$ cat config.mk
export PLATFORM = sky130hd
export DESIGN_NAME = fuzzy_path_match_scorer
export DESIGN_NICKNAME = d
export VERILOG_FILES = /design/src/rtl/fpms_pkg.sv /design/src/rtl/fuzzy_path_match_scorer.sv /design/src/rtl/fpms_cell.sv /design/src/rtl/fpms_greedy.sv
export VERILOG_INCLUDE_DIRS = /design/src /design/src/rtl
export SDC_FILE = /design/constraint.sdc
export NUM_CORES = 1
export LEC_CHECK = 0
export BUFFER_PORTS_ARGS = -buffer_cell sky130_fd_sc_hd__clkbuf_2
export CAP_MARGIN = 20
export CELL_PAD_IN_SITES_DETAIL_PLACEMENT = 1
export CELL_PAD_IN_SITES_GLOBAL_PLACEMENT = 2
export CORE_MARGIN = 4
export CORE_UTILIZATION = 45
export CTS_CLUSTER_DIAMETER = 80
export CTS_CLUSTER_SIZE = 14
export DETAILED_ROUTE_END_ITERATION = 10
export PLACE_DENSITY_LB_ADDON = 0.1
export SLEW_MARGIN = 20
export SYNTH_ARGS = -nofsm -noshare
export SYNTH_HDL_FRONTEND = slang
export SYNTH_HIERARCHICAL = 1
export SYNTH_SLANG_ARGS = --single-unit
$ cat constraint.sdc
create_clock -name clk -period 17.4 [get_ports clk]
set_input_delay 3.48 -clock clk [delete_from_list [all_inputs] [get_ports clk]]
set_output_delay 3.48 -clock clk [all_outputs]
set_load 0.03 [all_outputs]
$ cat src/rtl/fuzzy_path_match_scorer_defines.svh
// Assertion macros shared by the scorer modules.
`ifndef FUZZY_PATH_MATCH_SCORER_DEFINES_SVH
`define FUZZY_PATH_MATCH_SCORER_DEFINES_SVH

// Same-cycle implication on clk, masked while rst_n is low.
`define FPMS_ASSERT_NOW(label, ante, cons, msg) \
    label: assert property (@(posedge clk) disable iff (!rst_n) (ante) |-> (cons)) \
        else $error(msg);

// Next-cycle implication on clk, masked while rst_n is low.
`define FPMS_ASSERT_NEXT(label, ante, cons, msg) \
    label: assert property (@(posedge clk) disable iff (!rst_n) (ante) |=> (cons)) \
        else $error(msg);

`endif

$ cat src/rtl/fpms_pkg.sv
// Shared constants, types and helpers of the fuzzy path match scorer.
package fpms_pkg;

    localparam int MAX_QUERY_DEF = 16;
    localparam int MAX_PATH_DEF  = 4096;

    localparam int CFG_IDX_W  = 2;
    localparam int CFG_DATA_W = 64;
    localparam int QLEN_W     = 5;
    localparam int SCORE_W    = 17;
    localparam int IN_TDATA_W = 8;
    localparam int OUT_TDATA_W = 24;

    typedef enum logic [CFG_IDX_W-1:0] {
        REG_QUERY_FIRST  = 2'd0,
        REG_QUERY_SECOND = 2'd1,
        REG_QUERY_LENGTH = 2'd2
    } cfg_reg_t;

    localparam logic [7:0] CH_SPACE = 8'h20;
    localparam logic [7:0] CH_SLASH = 8'h2F;
    localparam logic [7:0] CH_UNDER = 8'h5F;
    localparam logic [7:0] CH_DASH  = 8'h2D;

    localparam int SC_EXACT      = 10000;
    localparam int SC_BASE       = 100;
    localparam int SC_ADJACENT   = 50;
    localparam int SC_BOUNDARY   = 90;
    localparam int SC_START      = 20;
    localparam int SCORE_FLOOR   = -65536;
    localparam int EXACT_MIN_LEN = 3;
    localparam int LEN_DIVISOR   = 6;

    // Per-byte control flags from the greedy unit.
    typedef struct packed {
        logic take;      // byte counted (path not past the length limit)
        logic found;     // every query byte consumed, after this byte
        logic overflow;  // path ran past the length limit, after this byte
    } fpms_ctl_t;

    function automatic logic [7:0] qbyte(input logic [63:0] first,
                                         input logic [63:0] second,
                                         input logic [3:0]  k);
        logic [127:0] all;
        all = {second, first};
        return all[{k, 3'b000} +: 8];
    endfunction

    function automatic logic [7:0] to_lower(input logic [7:0] c);
        return (c >= 8'h41 && c <= 8'h5A) ? c + 8'h20 : c;
    endfunction

endpackage

$ cat src/rtl/fuzzy_path_match_scorer.sv
// Top level of the fuzzy path match scorer: config, substring cell row, result stages.
//
//  channel  | dir | signals                          | item
//  ---------+-----+----------------------------------+------------------------------
//  s_axis   | in  | tvalid tready tdata[7:0] tlast   | one path byte, tlast = last
//  m_axis   | out | tvalid tready tdata[23:0]        | one score per path
//  cfg      | in  | cfg_we cfg_index[1:0] cfg_data   | register write, no wait
//
// One path byte is taken every cycle while s_axis_tready is high; the
// substring cells and the greedy matcher both update on each byte taken.
// A path's result passes the finish stage, which closes the path state, and
// the output register, which takes the score with the length term taken off
// and clamped. A stalled m_axis holds one result in the output register and
// one in the finish stage; s_axis drops tready only while both are full.
// Reset clears all path state and the query registers; no clearing pass is needed.
`include "fuzzy_path_match_scorer_defines.svh"

module fuzzy_path_match_scorer
    import fpms_pkg::*;
#(
    parameter int MAX_QUERY = MAX_QUERY_DEF,
    parameter int MAX_PATH  = MAX_PATH_DEF
)
(
    input  logic                   clk,
    input  logic                   rst_n,
    // fields: path_char[7:0]
    input  logic [IN_TDATA_W-1:0]  s_axis_tdata,
    input  logic                   s_axis_tlast,
    input  logic                   s_axis_tvalid,
    output logic                   s_axis_tready,
    // fields: score[16:0], exact_hit[17], all_found[18], accepted[19],
    //         too_long[20], zero[23:21]
    output logic [OUT_TDATA_W-1:0] m_axis_tdata,
    output logic                   m_axis_tvalid,
    input  logic                   m_axis_tready,
    input  logic                   cfg_we,
    input  logic [CFG_IDX_W-1:0]   cfg_index,
    input  logic [CFG_DATA_W-1:0]  cfg_data
);

    localparam int QI_W     = $clog2(MAX_QUERY + 1);
    localparam int QX_W     = (MAX_QUERY > 1) ? $clog2(MAX_QUERY) : 1;
    localparam int POS_W    = $clog2(MAX_PATH + 1);
    localparam int Q6_W     = $clog2(MAX_PATH / LEN_DIVISOR + 1);
    localparam int RS_RAW_W = $clog2((MAX_QUERY + 1) * (MAX_PATH + 300)) + 2;
    localparam int RS_W     = (RS_RAW_W > 18) ? RS_RAW_W : 18;

    // ---------------- configuration registers ----------------
    logic [63:0]       query_first_reg;
    logic [63:0]       query_second_reg;
    logic [QLEN_W-1:0] query_length_reg;
    logic [QI_W-1:0]   qlen;

    always_ff @(posedge clk or negedge rst_n)
    begin
        if (!rst_n)
        begin
            query_first_reg  <= '0;
            query_second_reg <= '0;
            query_length_reg <= '0;
        end
        else if (cfg_we)
        begin
            case (cfg_reg_t'(cfg_index))
                REG_QUERY_FIRST:  query_first_reg  <= cfg_data;
                REG_QUERY_SECOND: query_second_reg <= cfg_data;
                REG_QUERY_LENGTH: query_length_reg <= cfg_data[QLEN_W-1:0];
                default:          ;
            endcase
        end
    end

    // lengths above the cell count are cut to it
    assign qlen = (query_length_reg > QLEN_W'(MAX_QUERY)) ? QI_W'(MAX_QUERY)
                                                          : QI_W'(query_length_reg);

    // ---------------- input handshake ----------------
    logic s_accept;
    logic s_last;
    logic adv;
    logic fin_valid_reg;

    assign adv           = !m_axis_tvalid || m_axis_tready;
    assign s_axis_tready = !fin_valid_reg || adv;
    assign s_accept      = s_axis_tvalid && s_axis_tready;
    assign s_last        = s_axis_tlast;

    // ---------------- greedy matcher ----------------
    fpms_ctl_t              ctl;
    logic signed [RS_W-1:0] g_running;
    logic [POS_W-1:0]       g_pos;
    logic [Q6_W-1:0]        g_q6;

    fpms_greedy #(
        .MAX_QUERY (MAX_QUERY),
        .MAX_PATH  (MAX_PATH)
    ) u_greedy (
        .clk          (clk),
        .rst_n        (rst_n),
        .accept       (s_accept),
        .last         (s_last),
        .ch           (s_axis_tdata[7:0]),
        .query_first  (query_first_reg),
        .query_second (query_second_reg),
        .qlen         (qlen),
        .ctl          (ctl),
        .fin_running  (g_running),
        .fin_pos      (g_pos),
        .fin_q6       (g_q6)
    );

    // ---------------- substring cell row ----------------
    // Cell k is set when query bytes 0..k end at the byte just taken; each
    // cell reads its lower neighbor's bit from the previous byte.
    logic [MAX_QUERY:0]   chain;
    logic [MAX_QUERY-1:0] cell_hit;

    assign chain[0] = 1'b1;

    for (genvar k = 0; k < MAX_QUERY; k++)
    begin : g_cell
        logic [QX_W:0] k_idx;
        logic [7:0]    qch;
        logic          chain_q;

        assign k_idx = (QX_W + 1)'(k);
        assign qch   = qbyte(query_first_reg, query_second_reg, 4'(k));

        fpms_cell u_cell (
            .clk       (clk),
            .rst_n     (rst_n),
            .en        (ctl.take),
            .clr       (s_accept && s_last),
            .active    (QI_W'(k_idx) < qlen),
            .ch        (s_axis_tdata[7:0]),
            .qch       (qch),
            .chain_in  (k == 0 ? 1'b1 : chain[k]),
            .chain_out (chain_q),
            .hit_next  (cell_hit[k])
        );

        assign chain[k+1] = chain_q;
    end

    // exact substring seen so far in this path
    logic            exact_reg;
    logic            exact_next;
    logic [QX_W-1:0] top_sel;

    assign top_sel    = QX_W'(qlen - QI_W'(1));
    assign exact_next = exact_reg
                        || (ctl.take && (qlen >= QI_W'(EXACT_MIN_LEN)) && cell_hit[top_sel]);

    always_ff @(posedge clk or negedge rst_n)
    begin
        if (!rst_n)
        begin
            exact_reg <= 1'b0;
        end
        else if (s_accept && s_last)
        begin
            exact_reg <= 1'b0;
        end
        else
        begin
            exact_reg <= exact_next;
        end
    end

    // ---------------- finish stage: path state at its last byte ----------------
    logic                   fin_exact_reg;
    logic                   fin_found_reg;
    logic                   fin_over_reg;
    logic signed [RS_W-1:0] fin_running_reg;
    logic [POS_W-1:0]       fin_pos_reg;
    logic [Q6_W-1:0]        fin_q6_reg;

    always_ff @(posedge clk or negedge rst_n)
    begin
        if (!rst_n)
        begin
            fin_valid_reg <= 1'b0;
        end
        else if (s_accept && s_last)
        begin
            fin_valid_reg <= 1'b1;
        end
        else if (adv)
        begin
            fin_valid_reg <= 1'b0;
        end
    end

    always_ff @(posedge clk)
    begin
        if (s_accept && s_last)
        begin
            fin_exact_reg   <= exact_next;
            fin_found_reg   <= ctl.found;
            fin_over_reg    <= ctl.overflow;
            fin_running_reg <= g_running;
            fin_pos_reg     <= g_pos;
            fin_q6_reg      <= g_q6;
        end
    end

    // ---------------- score stage ----------------
    logic signed [RS_W-1:0]    raw_score;
    logic signed [RS_W-1:0]    clamped;
    logic signed [SCORE_W-1:0] score;
    logic [OUT_TDATA_W-1:0]    out_next;
    logic [OUT_TDATA_W-1:0]    out_data_reg;
    logic                      out_valid_reg;

    always_comb
    begin
        if (fin_exact_reg)
        begin
            raw_score = RS_W'(SC_EXACT) - RS_W'(fin_pos_reg);
        end
        else if (fin_found_reg)
        begin
            raw_score = fin_running_reg - RS_W'(fin_q6_reg);
        end
        else
        begin
            raw_score = '0;
        end
        clamped  = (raw_score < RS_W'(SCORE_FLOOR)) ? RS_W'(SCORE_FLOOR) : raw_score;
        score    = SCORE_W'(clamped);
        out_next = {3'b000, fin_over_reg, (clamped > 0), fin_found_reg, fin_exact_reg,
                    score};
    end

    always_ff @(posedge clk or negedge rst_n)
    begin
        if (!rst_n)
        begin
            out_valid_reg <= 1'b0;
        end
        else if (adv)
        begin
            out_valid_reg <= fin_valid_reg;
        end
    end

    always_ff @(posedge clk)
    begin
        if (adv && fin_valid_reg)
        begin
            out_data_reg <= out_next;
        end
    end

    assign m_axis_tvalid = out_valid_reg;
    assign m_axis_tdata  = out_data_reg;

    `FPMS_ASSERT_NOW(a_no_overwrite, fin_valid_reg && !adv, !s_axis_tready,
        "finish stage would be overwritten")
    `FPMS_ASSERT_NEXT(a_fin_loaded, s_accept && s_last, fin_valid_reg,
        "last byte did not load finish stage")
    `FPMS_ASSERT_NEXT(a_exact_clear, s_accept && s_last, !exact_reg,
        "exact flag not cleared after last byte")

endmodule

$ cat src/rtl/fpms_cell.sv
// One substring cell: holds "query prefix up to here ends at the last byte".
module fpms_cell
    import fpms_pkg::*;
(
    input  logic       clk,
    input  logic       rst_n,
    input  logic       en,
    input  logic       clr,
    input  logic       active,
    input  logic [7:0] ch,
    input  logic [7:0] qch,
    input  logic       chain_in,
    output logic       chain_out,
    output logic       hit_next
);

    logic match_reg;

    assign hit_next  = active && chain_in && (ch == qch);
    assign chain_out = match_reg;

    always_ff @(posedge clk or negedge rst_n)
    begin
        if (!rst_n)
        begin
            match_reg <= 1'b0;
        end
        else if (clr)
        begin
            match_reg <= 1'b0;
        end
        else if (en)
        begin
            match_reg <= hit_next;
        end
    end

endmodule

$ cat src/rtl/fpms_greedy.sv
// Greedy in-order matcher, score accumulator and path counters.
`include "fuzzy_path_match_scorer_defines.svh"

module fpms_greedy
    import fpms_pkg::*;
#(
    parameter int MAX_QUERY = MAX_QUERY_DEF,
    parameter int MAX_PATH  = MAX_PATH_DEF,
    localparam int QI_W     = $clog2(MAX_QUERY + 1),
    localparam int POS_W    = $clog2(MAX_PATH + 1),
    localparam int Q6_W     = $clog2(MAX_PATH / LEN_DIVISOR + 1),
    localparam int RS_RAW_W = $clog2((MAX_QUERY + 1) * (MAX_PATH + 300)) + 2,
    localparam int RS_W     = (RS_RAW_W > 18) ? RS_RAW_W : 18
)
(
    input  logic                   clk,
    input  logic                   rst_n,
    input  logic                   accept,
    input  logic                   last,
    input  logic [7:0]             ch,
    input  logic [63:0]            query_first,
    input  logic [63:0]            query_second,
    input  logic [QI_W-1:0]        qlen,
    output fpms_ctl_t              ctl,
    output logic signed [RS_W-1:0] fin_running,
    output logic [POS_W-1:0]       fin_pos,
    output logic [Q6_W-1:0]        fin_q6
);

    localparam int LM_W = $clog2(MAX_PATH);

    logic [POS_W-1:0]       pos_reg,     pos_next;
    logic [2:0]             r6_reg,      r6_next;
    logic [Q6_W-1:0]        q6_reg,      q6_next;
    logic [QI_W-1:0]        qi_reg,      qi_next;
    logic [LM_W-1:0]        lastm_reg,   lastm_next;
    logic                   any_reg,     any_next;
    logic signed [RS_W-1:0] running_reg, running_next;
    logic [7:0]             prev_reg,    prev_next;
    logic                   over_reg,    over_next;

    logic                   take;
    logic                   skip;
    logic                   hit;
    logic [QI_W-1:0]        qi_skip;
    logic [7:0]             q_cur;
    logic [7:0]             q_cmp;
    logic signed [RS_W-1:0] add_v;
    logic                   at_start;
    logic                   boundary;
    logic                   adjacent;

    always_comb
    begin
        take     = accept && (pos_reg != POS_W'(MAX_PATH));
        q_cur    = qbyte(query_first, query_second, 4'(qi_reg));
        skip     = (qi_reg < qlen) && (q_cur == CH_SPACE);
        qi_skip  = qi_reg + QI_W'(skip);
        q_cmp    = qbyte(query_first, query_second, 4'(qi_skip));
        hit      = take && (qi_reg < qlen) && (qi_skip < qlen)
                   && (to_lower(ch) == to_lower(q_cmp));

        at_start = (pos_reg == '0);
        boundary = at_start || (prev_reg == CH_SLASH) || (prev_reg == CH_UNDER)
                   || (prev_reg == CH_DASH);
        adjacent = any_reg && (pos_reg == POS_W'(lastm_reg) + POS_W'(1));

        add_v = RS_W'(SC_BASE) - RS_W'(pos_reg);
        if (adjacent)
        begin
            add_v = add_v + RS_W'(SC_ADJACENT);
        end
        if (boundary)
        begin
            add_v = add_v + RS_W'(SC_BOUNDARY);
        end
        if (at_start)
        begin
            add_v = add_v + RS_W'(SC_START);
        end

        pos_next     = pos_reg;
        r6_next      = r6_reg;
        q6_next      = q6_reg;
        qi_next      = qi_reg;
        lastm_next   = lastm_reg;
        any_next     = any_reg;
        running_next = running_reg;
        prev_next    = prev_reg;
        over_next    = over_reg || (accept && !take);

        if (take)
        begin
            pos_next  = pos_reg + POS_W'(1);
            prev_next = ch;
            qi_next   = qi_skip + QI_W'(hit);
            if (r6_reg == 3'(LEN_DIVISOR - 1))
            begin
                r6_next = '0;
                q6_next = q6_reg + Q6_W'(1);
            end
            else
            begin
                r6_next = r6_reg + 3'd1;
            end
        end
        if (hit)
        begin
            running_next = running_reg + add_v;
            lastm_next   = LM_W'(pos_reg);
            any_next     = 1'b1;
        end
    end

    assign ctl.take     = take;
    assign ctl.found    = (qi_next >= qlen);
    assign ctl.overflow = over_next;
    assign fin_running  = running_next;
    assign fin_pos      = pos_next;
    assign fin_q6       = q6_next;

    always_ff @(posedge clk or negedge rst_n)
    begin
        if (!rst_n)
        begin
            pos_reg     <= '0;
            r6_reg      <= '0;
            q6_reg      <= '0;
            qi_reg      <= '0;
            lastm_reg   <= '0;
            any_reg     <= 1'b0;
            running_reg <= '0;
            prev_reg    <= '0;
            over_reg    <= 1'b0;
        end
        else if (accept && last)
        begin
            pos_reg     <= '0;
            r6_reg      <= '0;
            q6_reg      <= '0;
            qi_reg      <= '0;
            lastm_reg   <= '0;
            any_reg     <= 1'b0;
            running_reg <= '0;
            prev_reg    <= '0;
            over_reg    <= 1'b0;
        end
        else
        begin
            pos_reg     <= pos_next;
            r6_reg      <= r6_next;
            q6_reg      <= q6_next;
            qi_reg      <= qi_next;
            lastm_reg   <= lastm_next;
            any_reg     <= any_next;
            running_reg <= running_next;
            prev_reg    <= prev_next;
            over_reg    <= over_next;
        end
    end

    `FPMS_ASSERT_NOW(a_pos_bound, 1'b1, pos_reg <= POS_W'(MAX_PATH), "position past limit")
    `FPMS_ASSERT_NOW(a_div_rem, 1'b1, r6_reg < 3'(LEN_DIVISOR), "length divider remainder bad")
    `FPMS_ASSERT_NEXT(a_path_clear, accept && last, pos_reg == '0 && qi_reg == '0,
        "path state not cleared after last byte")

endmodule
; ---- Word-level counts from Yosys, hierarchy flattened
; Cells that the tools add are included.
[word_totals]
regBits = 289
in_bits = 80
out_inout_bits = 26
wordCells = 235
[op_classes]
add_sub_neg = 16
order_cmp = 28
eq_ne = 26
shift = 2
mux = 63
n_reduce_logical = 63
[op_table]
columns = operator, count
row1 = 128-bit by 8-bit variable part select with 8-bit output, 2
row2 = 19-bit two-way mux, 8
row3 = 8-bit == test, 17
row4 = 1-bit logical AND, 45
row5 = "4-bit by 5-bit < comparator with 1-bit output, first input constant", 8
row6 = 1-bit two-way mux, 37
row7 = 8-bit two-way mux, 4
row8 = 10-bit two-way mux, 3
row9 = 13-bit two-way mux, 2
row10 = "8-bit by 6-bit == test with 1-bit output, second input constant", 3
row11 = 12-bit two-way mux, 2
row12 = "3-bit by 5-bit < comparator with 1-bit output, first input constant", 4
row13 = 19-bit adder, 1
row14 = "19-bit by 6-bit adder with 19-bit output, second input constant", 1
row15 = "19-bit by 7-bit adder with 19-bit output, second input constant", 1
row16 = "19-bit by 8-bit adder with 19-bit output, second input constant", 1
row17 = "19-bit by 1-bit > comparator with 1-bit output, second input constant", 1
row18 = "19-bit by 17-bit < comparator with 1-bit output, second input constant", 1
row19 = 19-bit by 10-bit subtractor with 19-bit output, 1
row20 = "8-bit by 6-bit adder with 8-bit output, second input constant", 2
row21 = "8-bit by 7-bit greater-or-equal comparator with 1-bit output, second input constant", 2
row22 = "8-bit by 7-bit less-or-equal comparator with 1-bit output, second input constant", 2
row23 = 5-bit two-way mux, 3
row24 = "14-bit by 13-bit subtractor with 15-bit output, first input constant", 1
row25 = 28 further kinds, 46

; ---- Logic depth before layout (Yosys ltp)
; Gate-level depths: netlist (run 1).
[logic_depth]
word_depth = 14
ltp_mapped = 33
ltp_nobuf = 31

; ---- Hierarchy
; Netlist (run 1), hierarchy kept.
[modules_own_cells]
columns = module, instances, cells_each, area_per_inst_um2, seq_area_each_um2
row1 = fuzzy_path_match_scorer, 1, 596, 8590.7, 5385.2
row2 = fpms_greedy, 1, 915, 8074.0, 1801.7
row3 = fpms_cell, 16, 18, 143.9, 25.0

; ---- Worst setup path before layout (run 1)
; Ideal clock, no wire load.
[synth_timing]
kind = input port to output port
startpoint = in m_axis_tready
endpoint = out s_axis_tready
t_arrival_ns = 3.826
required_ns = 13.920
path_slack_ns = 10.094
stages = 1
path_buffers = 0
cell_sequence = nand3b_1
[synth_via]
elab_chain_len = 2
[synth_rtl]
columns = item, line_no
row1 = start: declaration, fuzzy_path_match_scorer.sv:36  ; input logic m_axis_tready,
row2 = 1-bit logical OR, fuzzy_path_match_scorer.sv:84  ; assign adv = !m_axis_tvalid || m_axis_tready;
row3 = 1-bit logical OR, fuzzy_path_match_scorer.sv:85  ; assign s_axis_tready = !fin_valid_reg || adv;
row4 = end: declaration, fuzzy_path_match_scorer.sv:31  ; output logic s_axis_tready,
; Every way passes these cells.

==> out/results.ini, run 1 <==
[global_route]
grt_max_degree=110
antenna_found_initial=0
grt_pass1_vias=15500
grt.total_usage_pct=26.1
grt_pass1_wl_um=92500
overflow=0

[sta]
max_freq_ghz=0.130
hold_ws_ps=431
finalCriticalPeriod_ps=7690
period_share_pct=44.2
hold_violations=0
tns_ps=0
rsz0062_at_grt=false
skew_ps=21.6
worstMarginPinSlew_ps=1050
setup_violations=0
slew_viol_final=0
maxSlewHeadroom_pct=29.6

[clocking]
cts_tree=built
clk_pin_slew_worst_paths_ps=70
cts-resized-gates=0
cts_root_buf=clkbuf_16
htree_levels=1
post_cts_buffers=0
cts_num_sinks=289
cts-buffers-inserted=27
hold_buffers=0
clockBufferDepth=3
insertion_delay_ps=580

[finish]
nets=2004
drive_above_1_share_pct=20.1
area_growth_pct=9.43
finalNonFillerCells=2409
seqCellArea_mm2=0.00756
n_antenna_cell=0
multi_input_area_mm2=0.0108
fillCellCount=4481

[routing]
via_per_inst=6.01
vias=14500
wl_per_cell_um=24.5
route.detailed.drc=0
ant_nets=0
drt-pass1-iter-count=5
wl_um=59100
first_iter_violations=969

[die]
start_util_pct=45.9
dieArea_mm2=0.0454
die_w_um=213
io_pins=106
fp-row-count=74
die_h_um=213
coreArea_mm2=0.0412

[setup_path]
startpoint_type=flip-flop
timing.rr.end=fin_found_reg$_DFFE_PP_
ff2ff_setup_slack_ps=9710
critical_path_required_ps=17740
end_kind=flip-flop
cp.arrival_ps=8020
crit_path_max_fanout=32
crit_path_max_incr_delay_ps=690
worstSetupPathDepth=28
crit_buf_inv=3
path_delay_family=simple AND/OR/NAND/NOR gates
crit_type=reg -> reg
reg2reg_depth=28
cp_slowest_cell=nor4b_1
crit-reg2reg-launch=query_length_reg[4]$_DFFE_PN0P_

[power]
power.density_mw_per_mm2=105
irDropWorstVdd_v=0.0000845
p_total_uw=2160
power.leakage_uw=0.00851

[flow_run]
max-cap-violations=0

[outcome]
status=finished clean

[hold_path]
whs_path_depth=0
hp-start=fin_over_reg$_DFFE_PP_
hp-class=reg -> reg
hold_end=m_axis_tdata[20]$_DFFE_PP_

[synthesis]
netlist_instances=1793
yosys_warnings=6
syn_area_per_cell_um2=10.5
syn_area_mm2=0.0189

[placed_design]
place_hpwl_um=44600
place_congestion=0.894
dp_cells=2365
io_buffer_count=102

[worst max-delay path by stage]
| stage | startpoint | to |
|---|---|---|
| after floorplan | m_axis_tready | s_axis_tready |
| after global placement | s_axis_tdata[0] | fin_found_reg$_DFFE_PP_ |
| after detailed placement | s_axis_tdata[0] | fin_found_reg$_DFFE_PP_ |
| after CTS | query_length_reg[4]$_DFFE_PN0P_ | fin_found_reg$_DFFE_PP_ |
| after global routing | u_greedy/qi_reg[1]$_DFF_PN0_ | fin_found_reg$_DFFE_PP_ |
| final | query_length_reg[4]$_DFFE_PN0P_ | fin_found_reg$_DFFE_PP_ |
[through the flow]
stage	instance area (um^2)	setup WS [ps]	util (%)
floorplan	18900	10090	-
global placement	19800	9500	48.1
detailed placement	19800	9370	48.1
CTS	20700	9750	50.2
global route	20700	9080	50.2
finish	20700	9710	50.2
[where the power goes]
group / internal (uW) / switching [uW]
logic: 292 / 349
registers: 773 / 143
clock network: 330 / 275
[placed cells by master, fill, tap and decap left out, types with 8 or more instances in the layout]
cell and count:
nor3_1 45, o21ai_0 40, edfxtp_1 66, a31oi_1 10, mux2_1 10, nand2_1 112, nand4_1 19, a22o_1 8
or4_1 22, or2_2 9, and3_1 8, or2b_1 15, clkbuf_16 27, o21bai_1 12, nor3b_1 9, mux4_2 41
a21o_1 25, o22ai_1 13, clkbuf_2 101, nor4_1 39, nor2_1 106, dfrtp_1 223, o211ai_1 9, nand2b_1 26
a21oi_1 61, xor2_1 122, and2_1 58, nor4b_1 18, nand3_1 60, a22oi_1 8, nor2b_1 17, ha_1 59
buf_4 15, xnor2_1 125, nand3b_1 11, inv_1 35, mux2_2 142, o21ai_1 16, mux2i_1 12
[per-layer routing]
metal	global-route usage [%]	wire length [um]	up-vias
li1	-	-	6657
met1	33.6	25000	7407
met2	46.9	30400	320
met3	2.44	1960	96
met4	7.35	1770	0
met5	0	0	-
[worst register-to-register path, delay by kind of cell (launching register included)]
kind	cells	cell delay [ps]
simple gates	7	1810
mux	3	1390
xor+xnor	2	360
compound gates	8	1350
fa+ha+maj	5	1210
flops	1	590
buf+inv	3	720
[layout make-up]
class	instances	area share, %
Sequential cell	289	36.5
Timing Repair Buffer	117	3.06
Clock inverter	8	0.586
Inverter	36	0.653
Tap cell	532	3.22
Clock buffer	36	3.57
Multi-Input combinational cell	1391	52.4
(Power assumes the default switching activity.)
==> inputs of run 2 (changes only) <==
- CORE_UTILIZATION: 45 -> 37
- clock period: 17.4 -> 6.5 ns (I/O delays scaled with it)
==> run 2 against run 1 <==
  * Critical endpoint unchanged
  * Total power rose to 2.7 times the previous value
  * Critical path type unchanged
  * Setup slack got worse by 9500 ps
  * Largest cell class unchanged
  * Global-route usage fell by 2.6 points
  * Largest power group unchanged
==> out/results.ini, run 2 (same netlist as run 1, synthesis figures left out) <==
[clocking]
cts_tree=built
htree_levels=1
hold_buffers=0
cts_root_buf=clkbuf_16
cts-buffers-inserted=27
insertion_delay_ps=580
cts_num_sinks=289
clk_pin_slew_worst_paths_ps=70
clockBufferDepth=3

[setup_path]
startpoint_type=flip-flop
crit-reg2reg-launch=query_length_reg[4]$_DFFE_PN0P_
end_kind=flip-flop
crit_start=query_length_reg[4]$_DFFE_PN0P_
crit_path_end=fin_found_reg$_DFFE_PP_
cpMostUsedCell=a21o_1
crit_type=reg -> reg
critical_path_required_ps=6830
crit_path_max_incr_delay_ps=580
cp_slowest_cell=or4_4
timing.rr.end=fin_found_reg$_DFFE_PP_
crit_path_max_fanout=16
reg2reg_depth=29
ff2ff_setup_slack_ps=180
cp.arrival_ps=6650

[sta]
worstMarginPinSlew_ps=1030
skew_ps=17.4
finalCriticalPeriod_ps=6320
period_share_pct=97.2
max_freq_ghz=0.158
rsz0062_at_grt=true
setup_violations=0
slew_viol_final=0
hold_ws_ps=439
hold_violations=0
maxSlewHeadroom_pct=31.0
tns_ps=0

[finish]
n_antenna_cell=0
mostFrequentLayoutCells=220 x dfrtp_1, 142 x mux2_2, 124 x xnor2_1
area_growth_pct=15.3
nets=2105
final_util_pct=43.3
drive_above_1_share_pct=25.6
final_common_cell=dfrtp_1

[power]
power.density_mw_per_mm2=271
power.leakage_uw=0.00904
irDropWorstVdd_v=0.000187
p_total_uw=5920

[placed_design]
place_congestion=0.906
io_buffer_count=102
place_hpwl_um=49600

[global_route]
antenna_found_initial=0
grt_pass1_wl_um=97900
grt_max_degree=100
overflow=0
grt.total_usage_pct=23.4
grt_pass1_vias=15900

[die]
coreArea_mm2=0.0504
dieArea_mm2=0.0548
start_util_pct=37.5
fp-row-count=82
die_h_um=234
die_w_um=234
io_pins=106

[routing]
wl_um=64100
route.detailed.drc=0
wl_per_cell_um=24.2
vias=14700
ant_nets=0
drt-pass1-iter-count=5
via_per_inst=5.53
first_iter_violations=725

[hold_path]
hp-class=reg -> reg

[flow_run]
max-cap-violations=0

[outcome]
status=finished clean

run 2: critical path: cells and delay by family (launching register included):
kind            cells  cell delay (ps)
compound gates      8             1210
xor+xnor            3              510
fa+ha+maj           6             1370
buf+inv             3              350
flops               1              380
mux                 2              850
simple gates        7             1370
run 2: metrics by stage:
| stage | worst slack [ps] | std cells | instance area, um^2 |
|---|---|---|---|
| 2_1_floorplan | 5.97 | 1795 | 18900 |
| 3_3_place_gp | 161 | 2603 | 20800 |
| 3_5_place_dp | -75.4 | 2603 | 20800 |
| 4_1_cts | 4.52 | 2648 | 21600 |
| 5_1_grt | -108 | 2651 | 21800 |
| 6_report | 185 | 2651 | 21800 |
run 2: how the worst min path moves through the flow:
| stage | start | endpoint | slack [ps] | cells after the start |
|---|---|---|---|---|
| finish | fin_over_reg$_DFFE_PP_ | m_axis_tdata[20]$_DFFE_PP_ | 440 | 0 |
| floorplan | fin_over_reg$_DFFE_PP_ | m_axis_tdata[20]$_DFFE_PP_ | 400 | 0 |
| global route | fin_over_reg$_DFFE_PP_ | m_axis_tdata[20]$_DFFE_PP_ | 450 | 0 |
| global placement | fin_over_reg$_DFFE_PP_ | m_axis_tdata[20]$_DFFE_PP_ | 430 | 0 |
| detailed placement | fin_over_reg$_DFFE_PP_ | m_axis_tdata[20]$_DFFE_PP_ | 430 | 0 |
| CTS | fin_over_reg$_DFFE_PP_ | m_axis_tdata[20]$_DFFE_PP_ | 440 | 0 |
run 2: report_power, final:
part	switching [uW]	internal (uW)
sequential	294	2070
combinational	1060	894
clock	742	856
run 2: cell type report:
type / instances / area (um^2)
clock inverters: 11 / 126
multi-input cells: 1391 / 11000
flip-flops and latches: 289 / 7570
fillers: 5611 / 28600
well taps: 672 / 841
clock buffers: 34 / 712
repair buffers: 218 / 1440
inverters: 36 / 135
run 2: repair_timing:
item,in CTS,in global routing
resized for setup,3,34
setup buffers,0,3
pin swaps,0,7
endpoints found under the setup margin,1,7
run 2: metal layers:
metal / wire length, um / GRT usage, % / vias up
met3: 2120 / 3.28 / 124
li1: - / - / 6863
met1: 25600 / 27.7 / 7408
met5: 0 / 0 / -
met2: 33400 / 42.8 / 271
met4: 2990 / 9.47 / 0
